File: src/design/assert_macros.svh
// Assertion macros used by the top-level design file.
`ifndef ASSERT_MACROS_SVH
`define ASSERT_MACROS_SVH

`ifndef SYNTHESIS

`define ASSERT_IMPLIES(label, clk, rst_n, ante, cons) \
    label: assert property (@(posedge clk) disable iff (!(rst_n)) (ante) |-> (cons)) \
        else $error("same-cycle implication failed");

`define ASSERT_NEXT(label, clk, rst_n, ante, cons) \
    label: assert property (@(posedge clk) disable iff (!(rst_n)) (ante) |=> (cons)) \
        else $error("next-cycle implication failed");

`else

`define ASSERT_IMPLIES(label, clk, rst_n, ante, cons)

`define ASSERT_NEXT(label, clk, rst_n, ante, cons)

`endif

`endif

File: src/design/spwc_pkg.sv
// Types and constants of the sensor pulse-width capture block.
package spwc_pkg;

    localparam int PHASE_COUNT   = 82;
    localparam int WIDTH_BITS    = 16;
    localparam int PHASE_BITS    = $clog2(PHASE_COUNT);
    localparam int HOLD_BITS     = 24;
    localparam int SETTLE_BITS   = 8;
    localparam int LIMIT_BITS    = 16;
    localparam int CFG_IDX_BITS  = 2;
    localparam int CFG_DATA_BITS = 24;
    localparam int CMP_BITS      = (WIDTH_BITS + 1 > LIMIT_BITS) ? WIDTH_BITS + 1 : LIMIT_BITS;

    localparam logic [HOLD_BITS-1:0]   HIGH_HOLD_RST = HOLD_BITS'(500000);
    localparam logic [HOLD_BITS-1:0]   LOW_HOLD_RST  = HOLD_BITS'(20000);
    localparam logic [SETTLE_BITS-1:0] SETTLE_RST    = SETTLE_BITS'(50);
    localparam logic [LIMIT_BITS-1:0]  TIMEOUT_RST   = LIMIT_BITS'(32000);
    localparam logic [WIDTH_BITS-1:0]  WIDTH_MAX     = '1;
    localparam logic [PHASE_BITS-1:0]  LAST_PHASE    = PHASE_BITS'(PHASE_COUNT - 1);

    typedef enum logic [CFG_IDX_BITS-1:0] {
        CFG_HIGH_HOLD = 2'd0,
        CFG_LOW_HOLD  = 2'd1,
        CFG_SETTLE    = 2'd2,
        CFG_TIMEOUT   = 2'd3
    } t_cfg_idx;

    typedef enum logic [2:0] {
        ST_IDLE    = 3'd0,
        ST_HIGH    = 3'd1,
        ST_LOW     = 3'd2,
        ST_SETTLE  = 3'd3,
        ST_WAIT    = 3'd4,
        ST_MEASURE = 3'd5
    } t_seq_state;

    typedef struct packed {
        logic [HOLD_BITS-1:0]   high_hold;
        logic [HOLD_BITS-1:0]   low_hold;
        logic [SETTLE_BITS-1:0] settle;
        logic [LIMIT_BITS-1:0]  timeout_limit;
    } t_cfg;

    typedef struct packed {
        t_seq_state             state;
        logic [HOLD_BITS-1:0]   hold;
        logic [PHASE_BITS-1:0]  phase;
        logic [WIDTH_BITS-1:0]  width;
    } t_seq;

    typedef struct packed {
        logic                   drive_enable;
        logic                   drive_level;
        logic                   busy;
        logic                   width_valid;
        logic [PHASE_BITS-1:0]  phase_number;
        logic [WIDTH_BITS-1:0]  pulse_width;
        logic                   last_phase;
        logic                   timed_out;
    } t_result;

endpackage

File: src/design/spwc_cfg.sv
// Configuration register file of the pulse-width capture block.
module spwc_cfg (
    input  logic                               i_clk,
    input  logic                               i_rst_n,
    input  logic                               i_cfg_we,
    input  logic [spwc_pkg::CFG_IDX_BITS-1:0]  i_cfg_idx,
    input  logic [spwc_pkg::CFG_DATA_BITS-1:0] i_cfg_data,
    output spwc_pkg::t_cfg                     o_cfg
);

    spwc_pkg::t_cfg r_cfg;

    always_ff @(posedge i_clk) begin
        if (!i_rst_n) begin
            r_cfg.high_hold     <= spwc_pkg::HIGH_HOLD_RST;
            r_cfg.low_hold      <= spwc_pkg::LOW_HOLD_RST;
            r_cfg.settle        <= spwc_pkg::SETTLE_RST;
            r_cfg.timeout_limit <= spwc_pkg::TIMEOUT_RST;
        end else if (i_cfg_we) begin
            unique case (spwc_pkg::t_cfg_idx'(i_cfg_idx))
                spwc_pkg::CFG_HIGH_HOLD: begin
                    r_cfg.high_hold <= i_cfg_data[spwc_pkg::HOLD_BITS-1:0];
                end
                spwc_pkg::CFG_LOW_HOLD: begin
                    r_cfg.low_hold <= i_cfg_data[spwc_pkg::HOLD_BITS-1:0];
                end
                spwc_pkg::CFG_SETTLE: begin
                    r_cfg.settle <= i_cfg_data[spwc_pkg::SETTLE_BITS-1:0];
                end
                spwc_pkg::CFG_TIMEOUT: begin
                    r_cfg.timeout_limit <= i_cfg_data[spwc_pkg::LIMIT_BITS-1:0];
                end
                default: begin
                    r_cfg <= r_cfg;
                end
            endcase
        end
    end

    assign o_cfg = r_cfg;

endmodule

File: src/design/spwc_step.sv
// Next-state and result logic for one sampling tick.
module spwc_step (
    input  spwc_pkg::t_cfg    i_cfg,
    input  spwc_pkg::t_seq    i_cur,
    input  logic              i_line,
    input  logic              i_start,
    output spwc_pkg::t_seq    o_nxt,
    output spwc_pkg::t_result o_res
);

    spwc_pkg::t_seq_state                 st;
    logic [spwc_pkg::HOLD_BITS-1:0]       tmr;
    logic [spwc_pkg::PHASE_BITS-1:0]      ph;
    logic [spwc_pkg::WIDTH_BITS-1:0]      wc;
    logic [spwc_pkg::CMP_BITS-1:0]        cnt_next;
    logic                                 hit;
    spwc_pkg::t_result                    res;

    always_comb begin
        st  = i_cur.state;
        tmr = i_cur.hold;
        ph  = i_cur.phase;
        wc  = i_cur.width;
        res = '0;

        // start on request from idle, then skip steps whose hold time is zero
        if (st == spwc_pkg::ST_IDLE && i_start) begin
            st  = spwc_pkg::ST_HIGH;
            tmr = i_cfg.high_hold;
        end
        if (st == spwc_pkg::ST_HIGH && tmr == '0) begin
            st  = spwc_pkg::ST_LOW;
            tmr = i_cfg.low_hold;
        end
        if (st == spwc_pkg::ST_LOW && tmr == '0) begin
            st  = spwc_pkg::ST_SETTLE;
            tmr = spwc_pkg::HOLD_BITS'(i_cfg.settle);
        end
        if (st == spwc_pkg::ST_SETTLE && tmr == '0) begin
            st = spwc_pkg::ST_WAIT;
            wc = '0;
        end

        cnt_next = spwc_pkg::CMP_BITS'(wc) + spwc_pkg::CMP_BITS'(1);
        hit      = (cnt_next >= spwc_pkg::CMP_BITS'(i_cfg.timeout_limit)) ||
                   (cnt_next >= spwc_pkg::CMP_BITS'(spwc_pkg::WIDTH_MAX));

        unique case (st)
            spwc_pkg::ST_IDLE: begin
                tmr = '0;
                ph  = '0;
                wc  = '0;
            end
            spwc_pkg::ST_HIGH: begin
                tmr              = tmr - spwc_pkg::HOLD_BITS'(1);
                res.drive_enable = 1'b1;
                res.drive_level  = 1'b1;
            end
            spwc_pkg::ST_LOW: begin
                tmr              = tmr - spwc_pkg::HOLD_BITS'(1);
                res.drive_enable = 1'b1;
            end
            spwc_pkg::ST_SETTLE: begin
                tmr = tmr - spwc_pkg::HOLD_BITS'(1);
            end
            spwc_pkg::ST_WAIT: begin
                if (i_line) begin
                    if (hit) begin
                        st            = spwc_pkg::ST_IDLE;
                        tmr           = '0;
                        ph            = '0;
                        wc            = '0;
                        res.timed_out = 1'b1;
                    end else begin
                        wc = cnt_next[spwc_pkg::WIDTH_BITS-1:0];
                    end
                end else begin
                    st = spwc_pkg::ST_MEASURE;
                    ph = '0;
                    wc = spwc_pkg::WIDTH_BITS'(1);
                end
            end
            spwc_pkg::ST_MEASURE: begin
                if (i_line == ph[0]) begin
                    if (hit) begin
                        res.phase_number = ph;
                        res.timed_out    = 1'b1;
                        st               = spwc_pkg::ST_IDLE;
                        tmr              = '0;
                        ph               = '0;
                        wc               = '0;
                    end else begin
                        wc = cnt_next[spwc_pkg::WIDTH_BITS-1:0];
                    end
                end else begin
                    res.width_valid  = 1'b1;
                    res.phase_number = ph;
                    res.pulse_width  = wc;
                    if (ph >= spwc_pkg::LAST_PHASE) begin
                        res.last_phase = 1'b1;
                        st             = spwc_pkg::ST_IDLE;
                        tmr            = '0;
                        ph             = '0;
                        wc             = '0;
                    end else begin
                        ph = ph + spwc_pkg::PHASE_BITS'(1);
                        wc = spwc_pkg::WIDTH_BITS'(1);
                    end
                end
            end
            default: begin
                st  = spwc_pkg::ST_IDLE;
                tmr = '0;
                ph  = '0;
                wc  = '0;
            end
        endcase

        res.busy = (st != spwc_pkg::ST_IDLE);
    end

    assign o_nxt.state = st;
    assign o_nxt.hold  = tmr;
    assign o_nxt.phase = ph;
    assign o_nxt.width = wc;
    assign o_res       = res;

endmodule

File: src/design/sensor_pulse_width_capture.sv
// Top level of the sensor pulse-width capture block.
//
//  channel  direction  handshake                  payload
//  in       sink       i_in_valid / o_in_ready    i_line_level, i_start_request
//  out      source     o_out_valid / i_out_ready  o_drive_enable .. o_timed_out
//  cfg      sink       i_cfg_we                   i_cfg_idx, i_cfg_data
//
//  One beat per cycle sustained while the out channel is not stalled.
//  The input register feeds the step logic, which updates the sequence registers
//  and loads the result register in the same cycle.
//  A stalled result register holds the input register; the input side stalls only
//  when both are full. Reset is synchronous and leaves the sequencer idle.
`include "assert_macros.svh"

module sensor_pulse_width_capture (
    input  logic                               i_clk,
    input  logic                               i_rst_n,
    input  logic                               i_cfg_we,
    input  logic [spwc_pkg::CFG_IDX_BITS-1:0]  i_cfg_idx,
    input  logic [spwc_pkg::CFG_DATA_BITS-1:0] i_cfg_data,
    input  logic                               i_in_valid,
    output logic                               o_in_ready,
    input  logic                               i_line_level,
    input  logic                               i_start_request,
    output logic                               o_out_valid,
    input  logic                               i_out_ready,
    output logic                               o_drive_enable,
    output logic                               o_drive_level,
    output logic                               o_busy_res,
    output logic                               o_width_valid,
    output logic [spwc_pkg::PHASE_BITS-1:0]    o_phase_number,
    output logic [spwc_pkg::WIDTH_BITS-1:0]    o_pulse_width,
    output logic                               o_last_phase,
    output logic                               o_timed_out
);

    spwc_pkg::t_cfg    w_cfg;
    spwc_pkg::t_seq    r_seq;
    spwc_pkg::t_seq    n_seq;
    spwc_pkg::t_result n_res;
    spwc_pkg::t_result r_out;
    logic              r_out_valid;
    logic              r_in_valid;
    logic              r_in_line;
    logic              r_in_start;
    logic              w_adv;

    spwc_cfg u_cfg (
        .i_clk      (i_clk),
        .i_rst_n    (i_rst_n),
        .i_cfg_we   (i_cfg_we),
        .i_cfg_idx  (i_cfg_idx),
        .i_cfg_data (i_cfg_data),
        .o_cfg      (w_cfg)
    );

    spwc_step u_step (
        .i_cfg   (w_cfg),
        .i_cur   (r_seq),
        .i_line  (r_in_line),
        .i_start (r_in_start),
        .o_nxt   (n_seq),
        .o_res   (n_res)
    );

    assign w_adv      = r_in_valid && (!r_out_valid || i_out_ready);
    assign o_in_ready = !r_in_valid || w_adv;

    always_ff @(posedge i_clk) begin
        if (!i_rst_n) begin
            r_in_valid <= 1'b0;
        end else if (o_in_ready) begin
            r_in_valid <= i_in_valid;
        end
    end

    always_ff @(posedge i_clk) begin
        if (i_in_valid && o_in_ready) begin
            r_in_line  <= i_line_level;
            r_in_start <= i_start_request;
        end
    end

    always_ff @(posedge i_clk) begin
        if (!i_rst_n) begin
            r_seq <= '0;
        end else if (w_adv) begin
            r_seq <= n_seq;
        end
    end

    always_ff @(posedge i_clk) begin
        if (!i_rst_n) begin
            r_out_valid <= 1'b0;
        end else if (w_adv) begin
            r_out_valid <= 1'b1;
        end else if (i_out_ready) begin
            r_out_valid <= 1'b0;
        end
    end

    always_ff @(posedge i_clk) begin
        if (w_adv) begin
            r_out <= n_res;
        end
    end

    assign o_out_valid    = r_out_valid;
    assign o_drive_enable = r_out.drive_enable;
    assign o_drive_level  = r_out.drive_level;
    assign o_busy_res     = r_out.busy;
    assign o_width_valid  = r_out.width_valid;
    assign o_phase_number = r_out.phase_number;
    assign o_pulse_width  = r_out.pulse_width;
    assign o_last_phase   = r_out.last_phase;
    assign o_timed_out    = r_out.timed_out;

    `ASSERT_IMPLIES(a_no_width_on_timeout, i_clk, i_rst_n,
        o_out_valid && o_timed_out, !o_width_valid)
    `ASSERT_IMPLIES(a_last_is_final, i_clk, i_rst_n, o_out_valid && o_last_phase,
        o_width_valid && (o_phase_number == spwc_pkg::LAST_PHASE) && !o_busy_res)
    `ASSERT_IMPLIES(a_drive_when_busy, i_clk, i_rst_n,
        o_out_valid && o_drive_enable, o_busy_res)
    `ASSERT_NEXT(a_end_goes_idle, i_clk, i_rst_n,
        w_adv && (n_res.timed_out || n_res.last_phase), r_seq.state == spwc_pkg::ST_IDLE)

endmodule

File: config.mk
export PLATFORM = sky130hd
export DESIGN_NAME = sensor_pulse_width_capture
export DESIGN_NICKNAME = d
export VERILOG_FILES = /design/src/design/spwc_pkg.sv /design/src/design/spwc_cfg.sv /design/src/design/spwc_step.sv /design/src/design/sensor_pulse_width_capture.sv
export VERILOG_INCLUDE_DIRS = /design/src /design/src/design
export SDC_FILE = /design/constraint.sdc
export NUM_CORES = 1
export LEC_CHECK = 0
export BUFFER_PORTS_ARGS = -buffer_cell sky130_fd_sc_hd__buf_2
export CAP_MARGIN = 15
export CORE_UTILIZATION = 30
export CTS_BUF_LIST = sky130_fd_sc_hd__clkbuf_16
export DETAILED_ROUTE_END_ITERATION = 16
export HOLD_SLACK_MARGIN = 0.15
export PLACE_DENSITY = 0.42
export SYNTH_ARGS = -nofsm -noshare
export SYNTH_HDL_FRONTEND = slang
export SYNTH_HIERARCHICAL = 1
export SYNTH_SLANG_ARGS = --single-unit
File: constraint.sdc
create_clock -name i_clk -period 11.2 [get_ports i_clk]
set_clock_uncertainty 0.15 [all_clocks]
set_input_delay 1.12 -clock i_clk [delete_from_list [all_inputs] [get_ports i_clk]]
set_output_delay 1.12 -clock i_clk [all_outputs]
set_load 0.01 [all_outputs]
### Word-level counts from Yosys, hierarchy flattened

Cells that the tools add are included.
W data, S select, Z words.

| word-level totals | value |
|---|---|
| bits in registers | 155 |
| logic and storage cells | 108 |

| cells by class | value |
|---|---|
| add/sub/neg operators | 3 |
| magnitude comparators | 3 |
| equality and inequality tests | 12 |
| muxes and demuxes | 40 |
| bitwise operators | 2 |
| reduce and logical (&&, ||, !) cells | 28 |

Operators with widths:

| operator | number |
|---|---|
| $mux W24 | 7 |
| $logic_not A24 Y1 | 3 |
| $pmux W24 S3 | 1 |
| $mux W16 | 4 |
| $pmux W16 S3 | 1 |
| $mux W7 | 6 |
| $mux W3 | 8 |
| $sub A24 B1 Y24 const B | 1 |
| $pmux W7 S3 | 1 |
| $add A16 B1 Y17 const B | 1 |
| $ge A17 B16 Y1 | 1 |
| $ge A17 B16 Y1 const B | 1 |
| $eq A3 B2 Y1 const B | 4 |
| $mux W1 | 10 |
| $reduce_and A2 Y1 | 5 |
| $pmux W3 S3 | 1 |
| $add A7 B1 Y7 const B | 1 |
| $ge A7 B7 Y1 const B | 1 |
| $eq A3 B1 Y1 const B | 2 |
| $eq A3 B3 Y1 const B | 2 |
| $logic_and A1 B1 Y1 | 6 |
| $logic_not A3 Y1 | 2 |
| $eq A2 B2 Y1 const B | 2 |
| $reduce_or A2 Y1 | 2 |
| 11 further kinds | 15 |

### Logic depth before layout (Yosys ltp)

| logic depth | value |
|---|---|
| depth in word-level cells | 19 |
| depth in mapped cells | 39 |

### Cells and area by module

Netlist, hierarchy kept.

By module, submodules not included:

| module | times used | cells each | area each (sq um) |
|---|---|---|---|
| spwc_step | 1 | 662 | 3948.8 |
| sensor_pulse_width_capture | 1 | 257 | 3062.9 |
| spwc_cfg | 1 | 282 | 2901.5 |

### Worst setup path after synthesis

Ideal clock, no wire load.

| timing | value |
|---|---|
| path kind | reg-to-reg |
| from | register r_seq[49] (netlist bit) |
| to | register r_seq[4] (netlist bit) |
| library setup time | 72 ps |
| arrival | 7492 ps |
| required time | 10978 ps |
| path slack | 3486 ps |
| cell stages (with the launch flop) | 39 |
| path buffers | 5 |
| cell sequence | dfxtp_1 -> buf_2 -> or4b_4 -> or4_4 -> a221oi_2 -> and3_1 -> buf_6 -> mux2_2 -> nor2_1 -> clkbuf_1 -> a21o_1 -> inv_1 -> ha_1 -> nand3_1 -> a21oi_1 -> o2111ai_1 -> nand2_1 -> inv_1 -> [... 3 more ...] -> nor2_1 -> nand2_1 -> xnor2_1 -> nor2_1 -> ha_1 -> a21oi_1 -> nor2b_1 -> o21ai_0 -> o211ai_1 -> o21ai_0 -> a21oi_1 -> o31a_1 -> nor4_4 -> buf_4 -> nand3_2 -> o221ai_1 -> nand2_1 -> mux2i_1 |

RTL lines:

| what | RTL line | RTL |
|---|---|---|
| start: declaration | sensor_pulse_width_capture.sv:38 | `spwc_pkg::t_seq r_seq;` |
| start signal: assignment | sensor_pulse_width_capture.sv:88 | `r_seq <= n_seq;` |

==> reports/summary.txt <==
DP HPWL -> 22700 microns
synthesized cell area -> 9910 sq um
largest net degree at the start of global routing -> 119
CTS tree -> done
CP max FO -> 41
Pleak -> 4.35 nW
clock-pin slew on the worst setup and hold paths -> 0.07 ns
first-pass GRT wire length -> 48700 microns
Synth area leader -> dfxtp_1
drt total wl -> 31300 microns
FMAX -> 114 MHz
CP max stage cell -> or4b_4
Synth async-reset ratio -> 0%
Worst EP required -> 11.40 ns
startpoint type of the worst setup path -> flop
Yosys Warn Count -> 6
htree depth -> 4
clock sink count -> 155
Area contributors post-synth -> dfxtp_1 (25%), mux2i_1 (12%), edfxtp_1 (9.4%)
Final Non-Filler Cells -> 1679
initial core utilization -> 30.5%
peak supply drop -> 0.103 mV
port bufs -> 63
Ant. Diodes -> 0
Hold Fails Final Rpt -> 0
share of cells above drive strength 1 -> 11.6%
total negative slack -> 0 ns
FF-to-FF Start -> r_seq[47]
Max Cap Viol -> 0
WS Path Type -> flop to flop
Power Total -> 0.00144 W
ANT nets after route -> 0
Finish-stage setup viols -> 0
CP max stage delay -> 0.84 ns
top-area cell type share of the netlist area -> 25.0%
RSZ-0062 raised after global routing -> no
gp weighted congestion -> 0.904
PwrDens -> 131 nW/um^2
Slew Viols, Final -> 0
Switching Power -> 0.000460 W
I/O Pins -> 64
die area -> 33800 sq um
Via density -> 5.12
top cells by count, synth -> nand2_1 (242), dfxtp_1 (124), mux2i_1 (122), nor2_1 (106), a21oi_1 (55)
Die Wd -> 184 microns
Distinct cells, synth -> 84
area grow syn2layout -> 10.8%
Seq/Total Area, Yosys -> 34.4%
Hold Crit Class -> flop to flop
internal power -> 0.000977 W
Worst-Margin Slew -> 1.28 ns
Skew-Pair Late Insertion Delay -> 0.44 ns
TritonRoute pass-1 iters -> 7
Critical Path Source -> r_seq[47]
Mapped Avg Cell Area -> 8.25 sq um
Cell Rows -> 66
Multi-input gate area -> 5880 sq um
post-DR wirelength/cell -> 18.6 microns
count leader, synth -> nand2_1
core area -> 32500 sq um
Die Height -> 184 microns
vias in the first global route -> 8179
run status -> completed
Clk pwr share -> 39.4%
Setup Fix Bufs, Post-CTS -> 0
Min Clock Period, post-route -> 8.80 ns
gr usage total -> 19.0%
initial DRC count -> 568
hold slack -> 0.314 ns
CTS root buf -> clkbuf_16
Reg power frac -> 42.7%
Post-layout nets -> 1278
Slew HR -> 14.3%
Comb pwr share -> 17.9%
CP Capture Type -> flop
DRC Markers -> 0
Post-CTS Resized -> 0
final period utilization -> 78.6%
arrival time at the worst endpoint -> 9.01 ns
post-synthesis register bit count -> 155
grt ovf -> 0
via count -> 8589
Register Area -> 3410 sq um
Cells after Synth -> 1201
EDFF count, synth -> 31
Synth Flop Type -> dfxtp_1
fillers -> 3489
Placed Instances -> 1647
Sw Share -> 32.0%
syn_nets -> 1255
CTS buffer count -> 17
Max clock buf depth -> 2
initial antenna violation count -> 0
HP Start -> u_cfg/o_cfg[6]
Post-CTS Hold Buffers -> 0
-- cell families (layout without fill, tap and decap cells) --
| kind of cell | count (synthesis) | in the layout | synth area share, % |
|---|---|---|---|
| DFF | 155 | 155 | 34.4 |
| adders and majority gates | 21 | 21 | 2.65 |
| and+or+nand+nor | 560 | 560 | 27.6 |
| buffers and inverters | 117 | 153 | 6.55 |
| AOI/OAI and AO/OA | 192 | 192 | 13.3 |
| xor gates and xnor gates | 30 | 30 | 2.65 |
| muxes | 126 | 126 | 12.8 |
-- placed cells by master (no fill, tap or decap), drive strengths merged, types with 10 or more instances in the layout --
cell / n
o22ai: 19
nand3: 37
o211ai: 14
nor3: 24
ha: 21
or3: 13
inv: 54
nor2b: 27
a21oi: 56
or4: 10
nand4: 20
mux2i: 122
nor2: 106
o21ai: 28
edfxtp: 31
nand2: 242
xnor2: 20
and2: 22
dfxtp: 124
clkbuf: 17
buf: 77
xor2: 10
-- cell type report --
type | instances | area share [%]
Clock buffer | 17 | 3.87
Clock inverter | 15 | 1.15
Inverter | 44 | 1.50
Multi-Input combinational cell | 929 | 53.5
Sequential cell | 155 | 31.1
Tap cell | 442 | 5.03
Timing Repair Buffer | 77 | 3.88
-- power groups by stage --
stage | Sequential (W) | Clock, W | Combinational, W
floorplan | 0.000617 | 0 | 0.000192
global placement | 0.000626 | 0 | 0.000260
detailed placement | 0.000626 | 0 | 0.000257
CTS | 0.000613 | 0.000586 | 0.000258
global route | 0.000616 | 0.000610 | 0.000283
finish | 0.000613 | 0.000566 | 0.000258
-- per-stage QoR --
| stage | instance area (sq um) | util [%] | setup slack (ns) |
|---|---|---|---|
| after floorplan | 9910 | - | 3.49 |
| after global placement | 10400 | 32.1 | 2.74 |
| after detailed placement | 10400 | 32.1 | 2.54 |
| after CTS | 11000 | 33.8 | 2.48 |
| after global routing | 11000 | 33.8 | 1.86 |
| final | 11000 | 33.8 | 2.40 |
-- sequential cells by signal, summed over array words and instances (netlist names) --
signal and flops:
o_phase_number 7, o_out_valid 1, o_width_valid 1, o_last_phase 1, o_timed_out 1, o_busy_res 1
o_drive_enable 1, r_in_valid 1, u_cfg/o_cfg 72, r_in_start 1, o_pulse_width 16, r_seq 50
o_drive_level 1, r_in_line 1
-- final timing paths --
check                                      end  slack, ns  cells past startpoint
worst min register to register  u_cfg/o_cfg[6]       0.31                      2
worst min-delay path            u_cfg/o_cfg[6]       0.31                      2
worst max-delay path                 r_seq[12]       2.40                     36
worst max register to register       r_seq[12]       2.40                     36
-- per-layer routing --
| metal | global-route usage (%) | up-vias | wire (microns) |
|---|---|---|---|
| li1 | - | 4286 | - |
| met1 | 24.7 | 4060 | 14500 |
| met2 | 31.8 | 197 | 14900 |
| met3 | 2.99 | 46 | 1060 |
| met4 | 6.77 | 0 | 763 |
| met5 | 0 | - | 0 |
-- worst max-delay path, delay by kind of cell (launching register included) --
family                   cells  cell delay (ns)
XOR/XNOR                     1             0.27
multiplexers                 2             0.49
buffers and inverters        5             0.99
flip-flops                   1             0.50
AO/OA/AOI/OAI               11             1.92
AND/OR/NAND/NOR             14             3.51
adder cells (fa/ha/maj)      3             0.85
No activity file was read; power rests on OpenSTA's default activity.
